## src/rrts_pkg.sv

```systemverilog
`default_nettype none
package rrts_pkg;
    localparam int MaxTasks = 16;
    localparam int IdW = 4;
    localparam int CntW = 5;
    localparam int TickW = 32;

    typedef enum logic [2:0] {
        OP_YIELD = 3'd0, OP_SUSPEND = 3'd1, OP_RESUME = 3'd2,
        OP_TICK = 3'd3, OP_DELAY = 3'd4, OP_PERIODIC = 3'd5
    } op_t;

    typedef enum logic [1:0] {
        PLACE_NONE = 2'd0, PLACE_READY = 2'd1, PLACE_DELAY = 2'd2
    } place_t;

    typedef struct packed {
        logic [2:0]  operation;
        logic [3:0]  task_id;
        logic [31:0] tick_amount;
        logic [31:0] last_wake;
    } in_word_t;

    typedef struct packed {
        logic [3:0]  running_task;
        logic        switched;
        logic [3:0]  prior_task;
        logic [31:0] tick_now;
        logic [31:0] next_wake;
        logic        slept;
        logic [4:0]  woken_count;
        logic        status;
    } out_word_t;

    typedef enum logic [2:0] {
        ST_IDLE, ST_DECODE, ST_PUSH, ST_SCAN, ST_WAKE, ST_YIELD, ST_POP, ST_DONE
    } state_t;

    // controller commands to the datapath
    typedef struct packed {
        logic latch_in;
        logic rtake;
        logic dtake;
        logic push_task;
        logic push_run;
        logic pop_run;
        logic tick_inc;
        logic start_scan;
        logic scan_step;
        logic insert;
        logic wake_step;
        logic set_status;
        logic set_slept;
        logic set_switched;
        logic emit;
    } ctrl_t;

    // datapath status to the controller
    typedef struct packed {
        logic [2:0] op;
        logic       run_eq;
        logic       ready_empty;
        logic       delay_empty;
        logic [1:0] place;
        logic       dist_ok;
        logic       scan_done;
        logic       wake_hit;
    } stat_t;
endpackage
`default_nettype wire

```

## src/rtos_round_robin_task_scheduler_top.sv

```systemverilog
`default_nettype none
// Round-robin task scheduler with a sorted delay list.
// Command channel: drive cmd_word and raise start; the word is taken at a
// rising edge where start is high and busy is low. busy is high from that
// edge until the result cycle, in which it is low again.
// Result channel: result is valid for exactly one cycle while done is high;
// the receiver cannot stall it, so it must capture the word in that cycle.
// Path through the controller after the accepting edge: decode, then done,
// for ignored words, suspend of a queued or delayed task, resume of a task in
// no list and suspend of the running task with an empty queue; resume of a
// delayed task passes push, and suspend of the running task pop; yield passes
// yield and, with a non-empty queue, pop; a delay that sleeps passes scan and
// pop; a tick passes wake and yield, then pop as a yield does.
// The delay scan and the wake walk step one entry a cycle. A new word may be
// taken in the done cycle, so one word is in flight at a time.
// Reset: asynchronous active-low; empties both lists, clears the tick
// counter and leaves the idle task 0 running.
module rtos_round_robin_task_scheduler_top (
    input  wire logic                clk,
    input  wire logic                rst_n,
    input  wire logic                start,
    output logic                     busy,
    input  wire rrts_pkg::in_word_t  cmd_word,
    output logic                     done,
    output rrts_pkg::out_word_t      result
);
    rrts_pkg::ctrl_t cmd;
    rrts_pkg::stat_t st;

    rrts_ctrl u_ctrl (
        .clk   (clk),
        .rst_n (rst_n),
        .start (start),
        .busy  (busy),
        .st    (st),
        .cmd   (cmd)
    );

    rrts_datapath u_dp (
        .clk      (clk),
        .rst_n    (rst_n),
        .in_word  (cmd_word),
        .cmd      (cmd),
        .st       (st),
        .strobe   (done),
        .out_word (result)
    );
endmodule
`default_nettype wire

```

## src/rrts_ctrl.sv

```systemverilog
`default_nettype none
module rrts_ctrl (
    input  wire logic           clk,
    input  wire logic           rst_n,
    input  wire logic           start,
    output logic                busy,
    input  wire rrts_pkg::stat_t st,
    output rrts_pkg::ctrl_t     cmd
);
    rrts_pkg::state_t state_reg, state_next;

    // state register
    always_ff @(posedge clk or negedge rst_n)
    begin
        if (!rst_n)
            state_reg <= rrts_pkg::ST_IDLE;
        else
            state_reg <= state_next;
    end

    assign busy = (state_reg != rrts_pkg::ST_IDLE);

    // next state and commands
    always_comb
    begin
        state_next = state_reg;
        cmd = '0;
        unique case (state_reg)
            rrts_pkg::ST_IDLE:
            begin
                if (start)
                begin
                    cmd.latch_in = 1'b1;
                    state_next = rrts_pkg::ST_DECODE;
                end
            end
            rrts_pkg::ST_DECODE:
            begin
                state_next = rrts_pkg::ST_DONE;
                unique case (st.op) inside
                    rrts_pkg::OP_YIELD:
                    begin
                        cmd.set_switched = 1'b1;
                        state_next = rrts_pkg::ST_YIELD;
                    end
                    rrts_pkg::OP_SUSPEND:
                    begin
                        if (st.run_eq)
                        begin
                            if (st.ready_empty)
                                cmd.set_status = 1'b1;
                            else
                            begin
                                cmd.set_switched = 1'b1;
                                state_next = rrts_pkg::ST_POP;
                            end
                        end
                        else if (st.place == rrts_pkg::PLACE_READY)
                            cmd.rtake = 1'b1;
                        else if (st.place == rrts_pkg::PLACE_DELAY)
                            cmd.dtake = 1'b1;
                        else
                            cmd.set_status = 1'b1;
                    end
                    rrts_pkg::OP_RESUME:
                    begin
                        if (st.run_eq || st.place == rrts_pkg::PLACE_READY)
                            cmd.set_status = 1'b1;
                        else if (st.place == rrts_pkg::PLACE_DELAY)
                        begin
                            // early wake: leave the delay list, then queue
                            cmd.dtake = 1'b1;
                            state_next = rrts_pkg::ST_PUSH;
                        end
                        else
                            cmd.push_task = 1'b1;
                    end
                    rrts_pkg::OP_TICK:
                    begin
                        cmd.tick_inc = 1'b1;
                        cmd.set_switched = 1'b1;
                        state_next = rrts_pkg::ST_WAKE;
                    end
                    rrts_pkg::OP_DELAY, rrts_pkg::OP_PERIODIC:
                    begin
                        if (st.dist_ok && !st.ready_empty)
                        begin
                            cmd.start_scan = 1'b1;
                            cmd.set_slept = 1'b1;
                            cmd.set_switched = 1'b1;
                            state_next = rrts_pkg::ST_SCAN;
                        end
                        else
                            cmd.set_status = 1'b1;
                    end
                    default: cmd.set_status = 1'b1;
                endcase
            end
            rrts_pkg::ST_PUSH:
            begin
                cmd.push_task = 1'b1;
                state_next = rrts_pkg::ST_DONE;
            end
            rrts_pkg::ST_SCAN:
            begin
                if (st.scan_done)
                begin
                    cmd.insert = 1'b1;
                    state_next = rrts_pkg::ST_POP;
                end
                else
                    cmd.scan_step = 1'b1;
            end
            rrts_pkg::ST_WAKE:
            begin
                // one woken task per cycle while the front entry is due
                if (!st.delay_empty && st.wake_hit)
                    cmd.wake_step = 1'b1;
                else
                    state_next = rrts_pkg::ST_YIELD;
            end
            rrts_pkg::ST_YIELD:
            begin
                if (!st.ready_empty)
                begin
                    cmd.push_run = 1'b1;
                    state_next = rrts_pkg::ST_POP;
                end
                else
                    state_next = rrts_pkg::ST_DONE;
            end
            rrts_pkg::ST_POP:
            begin
                cmd.pop_run = 1'b1;
                state_next = rrts_pkg::ST_DONE;
            end
            rrts_pkg::ST_DONE:
            begin
                cmd.emit = 1'b1;
                state_next = rrts_pkg::ST_IDLE;
            end
            default: state_next = rrts_pkg::ST_IDLE;
        endcase
    end
endmodule
`default_nettype wire

```

## src/rrts_datapath.sv

```systemverilog
`default_nettype none
module rrts_datapath (
    input  wire logic                clk,
    input  wire logic                rst_n,
    input  wire rrts_pkg::in_word_t  in_word,
    input  wire rrts_pkg::ctrl_t     cmd,
    output rrts_pkg::stat_t          st,
    output logic                     strobe,
    output rrts_pkg::out_word_t      out_word
);
    localparam int N = rrts_pkg::MaxTasks;
    localparam int IW = rrts_pkg::IdW;
    localparam int CW = rrts_pkg::CntW;
    localparam int TW = rrts_pkg::TickW;

    logic [IW-1:0] rq_reg [N];
    logic [IW-1:0] dq_reg [N];
    logic [TW-1:0] wtime_reg [N];
    logic [1:0]    place_reg [N];
    logic [CW-1:0] rcnt_reg, dcnt_reg;
    logic [IW-1:0] run_reg, prior_reg;
    logic [TW-1:0] tick_reg;
    logic [2:0]    op_reg;
    logic [IW-1:0] tid_reg;     // task addressed by the word
    logic [TW-1:0] amt_reg, last_reg;
    logic [CW-1:0] idx_reg;     // scan index, insert place
    logic          sw_reg, sl_reg, stat_reg;
    logic [CW-1:0] woken_reg;
    logic          strobe_reg;
    rrts_pkg::out_word_t out_reg;

    logic [TW-1:0] wake_val, wake_dist, edist, nwake;
    logic [IW-1:0] idx_s;
    logic [IW-1:0] rq_rm [N];
    logic [IW-1:0] dq_rm [N];
    logic [IW-1:0] dq_ins [N];
    logic          r_seen, d_seen;

    assign idx_s     = idx_reg[IW-1:0];
    assign nwake     = last_reg + amt_reg;
    assign wake_val  = (op_reg == rrts_pkg::OP_PERIODIC) ? nwake : (tick_reg + amt_reg);
    assign wake_dist = wake_val - tick_reg;
    assign edist     = wtime_reg[dq_reg[idx_s]] - tick_reg;

    // ready queue with the addressed task taken out
    always_comb
    begin
        r_seen = 1'b0;
        for (int i = 0; i < N; i++)
        begin
            if ((CW'(i) < rcnt_reg) && (rq_reg[i] == tid_reg))
                r_seen = 1'b1;
            rq_rm[i] = r_seen ? rq_reg[(i + 1) % N] : rq_reg[i];
        end
    end

    // delay list with the addressed task taken out
    always_comb
    begin
        d_seen = 1'b0;
        for (int i = 0; i < N; i++)
        begin
            if ((CW'(i) < dcnt_reg) && (dq_reg[i] == tid_reg))
                d_seen = 1'b1;
            dq_rm[i] = d_seen ? dq_reg[(i + 1) % N] : dq_reg[i];
        end
    end

    // delay list with the running task placed at the scan index
    always_comb
    begin
        for (int i = 0; i < N; i++)
        begin
            if (CW'(i) < idx_reg)
                dq_ins[i] = dq_reg[i];
            else if (CW'(i) == idx_reg)
                dq_ins[i] = run_reg;
            else
                dq_ins[i] = dq_reg[(i + N - 1) % N];
        end
    end

    // status to controller
    always_comb
    begin
        st.op          = op_reg;
        st.run_eq      = (tid_reg == run_reg);
        st.ready_empty = (rcnt_reg == '0);
        st.delay_empty = (dcnt_reg == '0);
        st.place       = place_reg[tid_reg];
        st.dist_ok     = (wake_dist != '0) && (wake_dist <= amt_reg);
        st.scan_done   = (idx_reg >= dcnt_reg) || (edist > wake_dist);
        st.wake_hit    = (wtime_reg[dq_reg[0]] == tick_reg);
    end

    // scheduler state, at most one list update a cycle
    always_ff @(posedge clk or negedge rst_n)
    begin
        if (!rst_n)
        begin
            rcnt_reg   <= '0;
            dcnt_reg   <= '0;
            run_reg    <= '0;
            tick_reg   <= '0;
            strobe_reg <= 1'b0;
            for (int i = 0; i < N; i++)
                place_reg[i] <= rrts_pkg::PLACE_NONE;
        end
        else
        begin
            strobe_reg <= cmd.emit;
            if (cmd.tick_inc)
                tick_reg <= tick_reg + TW'(1);
            if (cmd.rtake)
            begin
                for (int i = 0; i < N; i++)
                    rq_reg[i] <= rq_rm[i];
                if (r_seen)
                    rcnt_reg <= rcnt_reg - CW'(1);
                place_reg[tid_reg] <= rrts_pkg::PLACE_NONE;
            end
            else if (cmd.dtake)
            begin
                for (int i = 0; i < N; i++)
                    dq_reg[i] <= dq_rm[i];
                if (d_seen)
                    dcnt_reg <= dcnt_reg - CW'(1);
                place_reg[tid_reg] <= rrts_pkg::PLACE_NONE;
            end
            else if (cmd.push_task)
            begin
                if (rcnt_reg != CW'(N))
                begin
                    rq_reg[rcnt_reg[IW-1:0]] <= tid_reg;
                    place_reg[tid_reg] <= rrts_pkg::PLACE_READY;
                    rcnt_reg <= rcnt_reg + CW'(1);
                end
            end
            else if (cmd.push_run)
            begin
                if (rcnt_reg != CW'(N))
                begin
                    rq_reg[rcnt_reg[IW-1:0]] <= run_reg;
                    place_reg[run_reg] <= rrts_pkg::PLACE_READY;
                    rcnt_reg <= rcnt_reg + CW'(1);
                end
            end
            else if (cmd.pop_run)
            begin
                // head of the queue starts running
                run_reg <= rq_reg[0];
                for (int i = 0; i < N - 1; i++)
                    rq_reg[i] <= rq_reg[i + 1];
                rcnt_reg <= rcnt_reg - CW'(1);
                place_reg[rq_reg[0]] <= rrts_pkg::PLACE_NONE;
            end
            else if (cmd.wake_step)
            begin
                // front of the delay list moves to the queue tail, or drops out if the queue is full
                for (int i = 0; i < N - 1; i++)
                    dq_reg[i] <= dq_reg[i + 1];
                dcnt_reg <= dcnt_reg - CW'(1);
                if (rcnt_reg != CW'(N))
                begin
                    rq_reg[rcnt_reg[IW-1:0]] <= dq_reg[0];
                    place_reg[dq_reg[0]] <= rrts_pkg::PLACE_READY;
                    rcnt_reg <= rcnt_reg + CW'(1);
                end
                else
                    place_reg[dq_reg[0]] <= rrts_pkg::PLACE_NONE;
            end
            else if (cmd.insert)
            begin
                for (int i = 0; i < N; i++)
                    dq_reg[i] <= dq_ins[i];
                wtime_reg[run_reg] <= wake_val;
                place_reg[run_reg] <= rrts_pkg::PLACE_DELAY;
                dcnt_reg <= dcnt_reg + CW'(1);
            end
        end
    end

    // word registers, flags and scan index
    always_ff @(posedge clk)
    begin
        if (cmd.latch_in)
        begin
            op_reg    <= in_word.operation;
            tid_reg   <= in_word.task_id;
            amt_reg   <= in_word.tick_amount;
            last_reg  <= in_word.last_wake;
            prior_reg <= run_reg;
            sw_reg    <= 1'b0;
            sl_reg    <= 1'b0;
            stat_reg  <= 1'b0;
            woken_reg <= '0;
        end
        if (cmd.set_switched)
            sw_reg <= 1'b1;
        if (cmd.set_slept)
            sl_reg <= 1'b1;
        if (cmd.set_status)
            stat_reg <= 1'b1;
        if (cmd.wake_step)
            woken_reg <= woken_reg + CW'(1);
        if (cmd.start_scan)
            idx_reg <= '0;
        else if (cmd.scan_step)
            idx_reg <= idx_reg + CW'(1);
        if (cmd.emit)
        begin
            out_reg.running_task <= run_reg;
            out_reg.switched     <= sw_reg;
            out_reg.prior_task   <= prior_reg;
            out_reg.tick_now     <= tick_reg;
            out_reg.next_wake    <= (op_reg == rrts_pkg::OP_PERIODIC) ? nwake : '0;
            out_reg.slept        <= sl_reg;
            out_reg.woken_count  <= woken_reg;
            out_reg.status       <= stat_reg;
        end
    end

    assign strobe   = strobe_reg;
    assign out_word = out_reg;
endmodule
`default_nettype wire

```

## config.mk

```make
export PLATFORM = sky130hd
export DESIGN_NAME = rtos_round_robin_task_scheduler_top
export DESIGN_NICKNAME = d
export VERILOG_FILES = /design/src/rrts_pkg.sv /design/src/rtos_round_robin_task_scheduler_top.sv /design/src/rrts_ctrl.sv /design/src/rrts_datapath.sv
export SDC_FILE = /design/constraint.sdc
export NUM_CORES = 2
export LEC_CHECK = 0
export BUFFER_PORTS_ARGS = -buffer_cell sky130_fd_sc_hd__buf_2
export CAP_MARGIN = 20
export CORE_UTILIZATION = 55
export CTS_CLUSTER_DIAMETER = 120
export CTS_CLUSTER_SIZE = 8
export DETAILED_ROUTE_END_ITERATION = 6
export MAX_ROUTING_LAYER = met4
export PLACE_DENSITY = 0.72
export REMOVE_ABC_BUFFERS = 1
export SETUP_SLACK_MARGIN = 0.3
export SLEW_MARGIN = 40
export SYNTH_ARGS = -nofsm -noshare
export SYNTH_HDL_FRONTEND = slang
export SYNTH_SLANG_ARGS = --single-unit
```

## constraint.sdc

```tcl
create_clock -name clk -period 12.8 [get_ports clk]
set_clock_uncertainty 0.2 [all_clocks]
set_input_delay 0 -clock clk [delete_from_list [all_inputs] [get_ports clk]]
set_output_delay 0 -clock clk [all_outputs]
set_load 0.05 [all_outputs]
```

Word level (Yosys, flattened, before mapping)
Memory sizes are Yosys's and may differ from the RTL's. A register that Yosys moved wholly into a read port is not among the register bits. Index checks and enable logic that the tools add are counted.

Input port bits: 74. RAM bits: 640. Logic and storage cells: 611. Memories kept: 3. Output and inout bits: 82. Register bits after elaboration: 250.

$add $sub $neg: 11. Muxes and demuxes: 278. Bitwise gates (word level): 74. Equal/unequal tests: 75. Order comparisons: 59. Reduce and logical (&&, ||, !) cells: 71.

Memory list: u_dp.wtime_reg (words 16, bits a word 32, rd ports 2, clocked after Yosys merged registers in 0, wr ports 1, line rrts_datapath.sv:18) `logic [TW-1:0] wtime_reg [N];`; u_dp.dq_reg (words 16, bits a word 4, rd ports 17, clocked after Yosys merged registers in 1, wr ports 16, line rrts_datapath.sv:17) `logic [IW-1:0] dq_reg [N];`; u_dp.rq_reg (words 16, bits a word 4, rd ports 16, clocked after Yosys merged registers in 0, wr ports 16, line rrts_datapath.sv:16) `logic [IW-1:0] rq_reg [N];`.

Operator list (number): 4-bit two-way mux (116); 32-bit two-way mux (11); 4-bit equality test (33); 4-bit by 5-bit less-than comparator with 1-bit output (first input constant) (24); 1-bit two-way mux (103); 32-bit bitwise AND (3); 32-bit NOT (3); 5-bit two-way mux (17); 32-bit adder (2); 16-bit bitwise AND (4); 16-bit NOT (4); 16-bit OR (4); 32-bit subtractor (2); 3-bit by 5-bit less-than comparator with 1-bit output (first input constant) (12); 1-bit OR (48); 1-bit logical AND (47); 4-bit by 5-bit equality test with 1-bit output (first input constant) (8); 32-bit by 1-bit adder with 32-bit output (second input constant) (1); 2-bit demux with 4-bit select (4); 32-bit equality test (1); 32-bit > comparator (1); 32-bit less-or-equal comparator (1); 32-bit nonzero test (1); 1-bit by 5-bit less-than comparator with 1-bit output (first input constant) (6); 41 further kinds (112).

Logic depth before layout (Yosys ltp)
An unclocked memory read counts as a cell.

Depth after elaboration: 21. Gate-level depth with buffers: 42. Gate-level depth less buffers: 37.

Modules after synthesis
From an unflattened synthesis, not the netlist that was laid out.

Cells, all modules: 4086. Area total of the unflattened synthesis: 52376.5 um^2.

Modules (own cells, without submodules): rrts_datapath (area each 51893.5 um^2, times used 1, cells each 4017, sequential area each 26240.2 um^2); rrts_ctrl (area each 483.0 um^2, times used 1, cells each 69, sequential area each 75.1 um^2).

Least setup slack after synthesis
Ideal clock, no wire load.

Path kind: flip-flop to flip-flop. Start point: memory u_dp.dq_reg[0][0] (netlist name). End point: memory u_dp.wtime_reg[5][0] (netlist name), enable pin. Data arrival time: 10481 ps. Path buffers: 10. Period minus slack after synthesis: 11142 ps. Cell stages (with the launch flop): 40. Path slack: 1658 ps. Data required time: 12139 ps. Setup time: 461 ps. Cells stage by stage: edfxtp_1 > buf_2 > buf_4 > buf_4 > buf_4 > buf_4 > mux4_2 > mux4_2 > buf_2 > buf_2 > buf_2 > mux4_2 > mux2i_1 > o21ai_0 > ha_1 > a21o_1 > a21oi_1 > nor2b_1 > [... 4 more ...] > nand4_1 > a31oi_1 > a21o_1 > a21oi_1 > xnor2_1 > ha_1 > nand2_1 > nor2_1 > nand2_1 > or4_1 > o211a_1 > o311ai_1 > and2_1 > and3_1 > nand3_1 > clkbuf_1 > buf_2 > nor3_1.

RTL lines (line): start: declaration (rrts_datapath.sv:17); end: declaration (rrts_datapath.sv:18).

==> impl_metrics.ini <==
[grt]
antenna_found_initial = 4
first_global_vias = 40560
grt_start_max_net_pins = 106
grt_pass1_wl_um = 257800
grt.total_usage_pct = 35.92
grt_overflow = 0

[worst_setup_path]
cp_top_family = simple AND/OR/NAND/NOR gates
ff2ff_setup_slack_ns = 1.48
crit_path_max_fanout = 77
slowest_delay_ns = 0.93
crit_required_ns = 12.94
end_kind = flop
critPathBufInv = 4
critPathSlowestCell = mux4_4
arrival_ns = 11.46
path_class = flop to flop
startpoint_type = flop

[power_and_ir_drop]
clkPwrFrac_pct = 22.1
pwr-share-seq_pct = 28.7
p_int_mw = 7.899
powerDensity_mw_per_mm2 = 219.4
switchingPower_mw = 5.493
p_leak_nw = 22.59
ir_worst_vdd_v = 0.0001818
sw_frac_of_total_pct = 41.02
combPwrFrac_pct = 49.2

[yosys]
synth_area_leaders = edfxtp_1 (44%), mux4_2 (9.9%), ha_1 (4.8%), mux2i_1 (4.1%), dfrtp_1 (3.8%)
yosys.area.top_type_share_pct = 44.42
ys.warnings.count = 0
synthCells = 4473
syn-cell-area_sq_mm = 0.05408
synth_seq_cells = 894
yosys.area.top_type = edfxtp_1
seq_area_frac_synth_pct = 48.66
synth_commonest_cells = edfxtp_1 (800), nand2_1 (322), o21ai_0 (246), mux4_2 (238), mux2i_1 (221)
synth_flop_cell = edfxtp_1
synth_edf_count = 800
syn_avg_cell_area_sq_um = 12.09
async_flop_share_pct = 9.172
yosysMostFrequentCell = edfxtp_1
synth_cell_type_count = 97

[routing]
top_layer_used = met4
drc = 6
wl_met2_um = 81110
vias_per_cell = 6.852
post_drt_wl_per_cell_um = 28.81
met3_length_um = 18090
drt_iter0_drc = 5258
wl_met1_um = 64240
vias = 41650
dr.pass1.iters = 7
drtAntennaViolNets = 0
routed_wl_um = 175100

[clock_network]
insertion_delay_ns = 0.71
clkSinkCount = 894
numCtsBuffers = 121
cts_tree = built
clk_pin_slew_ns = 0.06
htreeDepth = 3
cts-root-buf = clkbuf_16
post_cts_resized = 0
clk_path_buf_depth = 3

[floorplanning]
chipWidth_um = 315.6
dieHeight_um = 315.6
io_pins = 156
start_util_pct = 55.76
coreArea_sq_mm = 0.09699
die_area_sq_mm = 0.09959
num_rows = 114

[timing]
slew_violations = 0
fin_setup_tns_ns = 0
fin_ws_ns = 1.479
period_needed_ns = 11.32
hold_violations = 0
slew-limit-headroom_pct = 37.69
worst_slew_pin_slew_ns = 0.9346
holdWs_ns = 0.2058
rsz0062_at_grt = false
setup_viol = 0
finalCritPeriodShare_pct = 88.44
fmax_mhz = 88.33

[outcome]
failed_checks = DRC
status = complete, but fails checks

[placement]
dp_slack_ns = 1.722
place.gp.congestion = 1.028
hpwl_um = 116600
io_buffers = 155

[layout]
syn_to_final_growth_pct = 12.86
largest_register_ffs = 512
drive_gt1_share_pct = 15.43
fin_nets = 5008

[worst_hold_path]
hold_class = input port to flop
min-delay-start = start

[job]
maxCapViolations = 0
-- placed cells by master (no fill, tap or decap), types with 82 or more instances in the layout --
cell type | netlist | final
edfxtp_1 | 800 | 800
a21o_1 | 119 | 119
inv_1 | 163 | 162
dfrtp_1 | 82 | 82
a21oi_1 | 214 | 214
nand2_1 | 322 | 321
mux2i_1 | 221 | 221
buf_2 | 62 | 155
ha_1 | 207 | 207
nand3_1 | 113 | 112
o21ai_0 | 246 | 246
xor2_1 | 92 | 92
mux4_2 | 238 | 235
dlygate4sd3_1 | 0 | 145
xnor2_1 | 219 | 219
nor2_1 | 218 | 200
clkbuf_16 | 0 | 123
-- area by class of cell --
cell class	instances	area [sq um]
clock buffers	198	3359
clock inverters	3	26.28
fillers	7405	35960
well taps	1276	1597
inverters	164	616.8
flip-flops and latches	894	26320
multi-input cells	3153	26150
diodes	1	2.502
repair buffers	389	2968
-- worst register-to-register path, delay by kind of cell (launching register included) --
kind                       cells  cell delay [ns]
and+or+nand+nor               11             2.62
AOI/OAI and AO/OA             11             2.43
muxes                          4             2.23
buffers and inverters          4             2.09
adders and majority gates      2             0.73
DFF                            1             0.57
xor gates and xnor gates       1             0.09
-- logic make-up after synthesis --
| kind of cell | synth area share, % |
|---|---|
| and+or+nand+nor | 9.680 |
| AOI/OAI and AO/OA | 11.78 |
| DFF | 48.66 |
| muxes | 16.40 |
| buffers and inverters | 3.468 |
| xor gates and xnor gates | 5.078 |
| adders and majority gates | 4.937 |
-- power by group through the flow --
stage                     clock [mW]  combinational, mW  sequential [mW]
final                           2.96               6.59             3.84
after global routing            3.09               7.06             3.86
after CTS                       2.98               6.45             3.83
after detailed placement           0               6.37             3.88
after global placement             0               6.28             3.88
after floorplan                    0               4.31             4.21
-- final timing paths --
check | to | cells past startpoint
min in group asynchronous | u_dp.place_reg[29] | 4
max in group asynchronous | u_dp.run_reg[1] | 5
worst min register to register | u_dp.out_word[72] | 0
worst min-delay path | u_ctrl.state_reg[0] | 6
worst max register to register | u_dp.dq_reg[5][2] | 33
worst max-delay path | u_dp.dq_reg[5][2] | 33
-- timing repair --
action / in CTS / in global routing
buffers inserted: 0 / 0
endpoints found under the setup margin: 0 / 0
hold buffers: 146 / 0
endpoints found under the hold margin: 157 / 0
-- through the flow --
step	total power, mW	cells	instance area (sq um)	utilization, %
after floorplan	8.515	4211	52820	-
after global placement	10.15	5728	56060	57.80
after detailed placement	10.25	5730	56140	57.88
after CTS	13.26	6077	60980	62.87
after global routing	14.00	6077	61030	62.93
final	13.39	6078	61040	62.93
-- per-layer routing --
layer | global-route usage (%) | up-vias
met5 | - | -
met4 | 19.80 | 0
met3 | 6.631 | 689
met2 | 55.49 | 2774
met1 | 44.84 | 20450
li1 | - | 17730
Note: power is estimated with default switching activity, not from simulation.
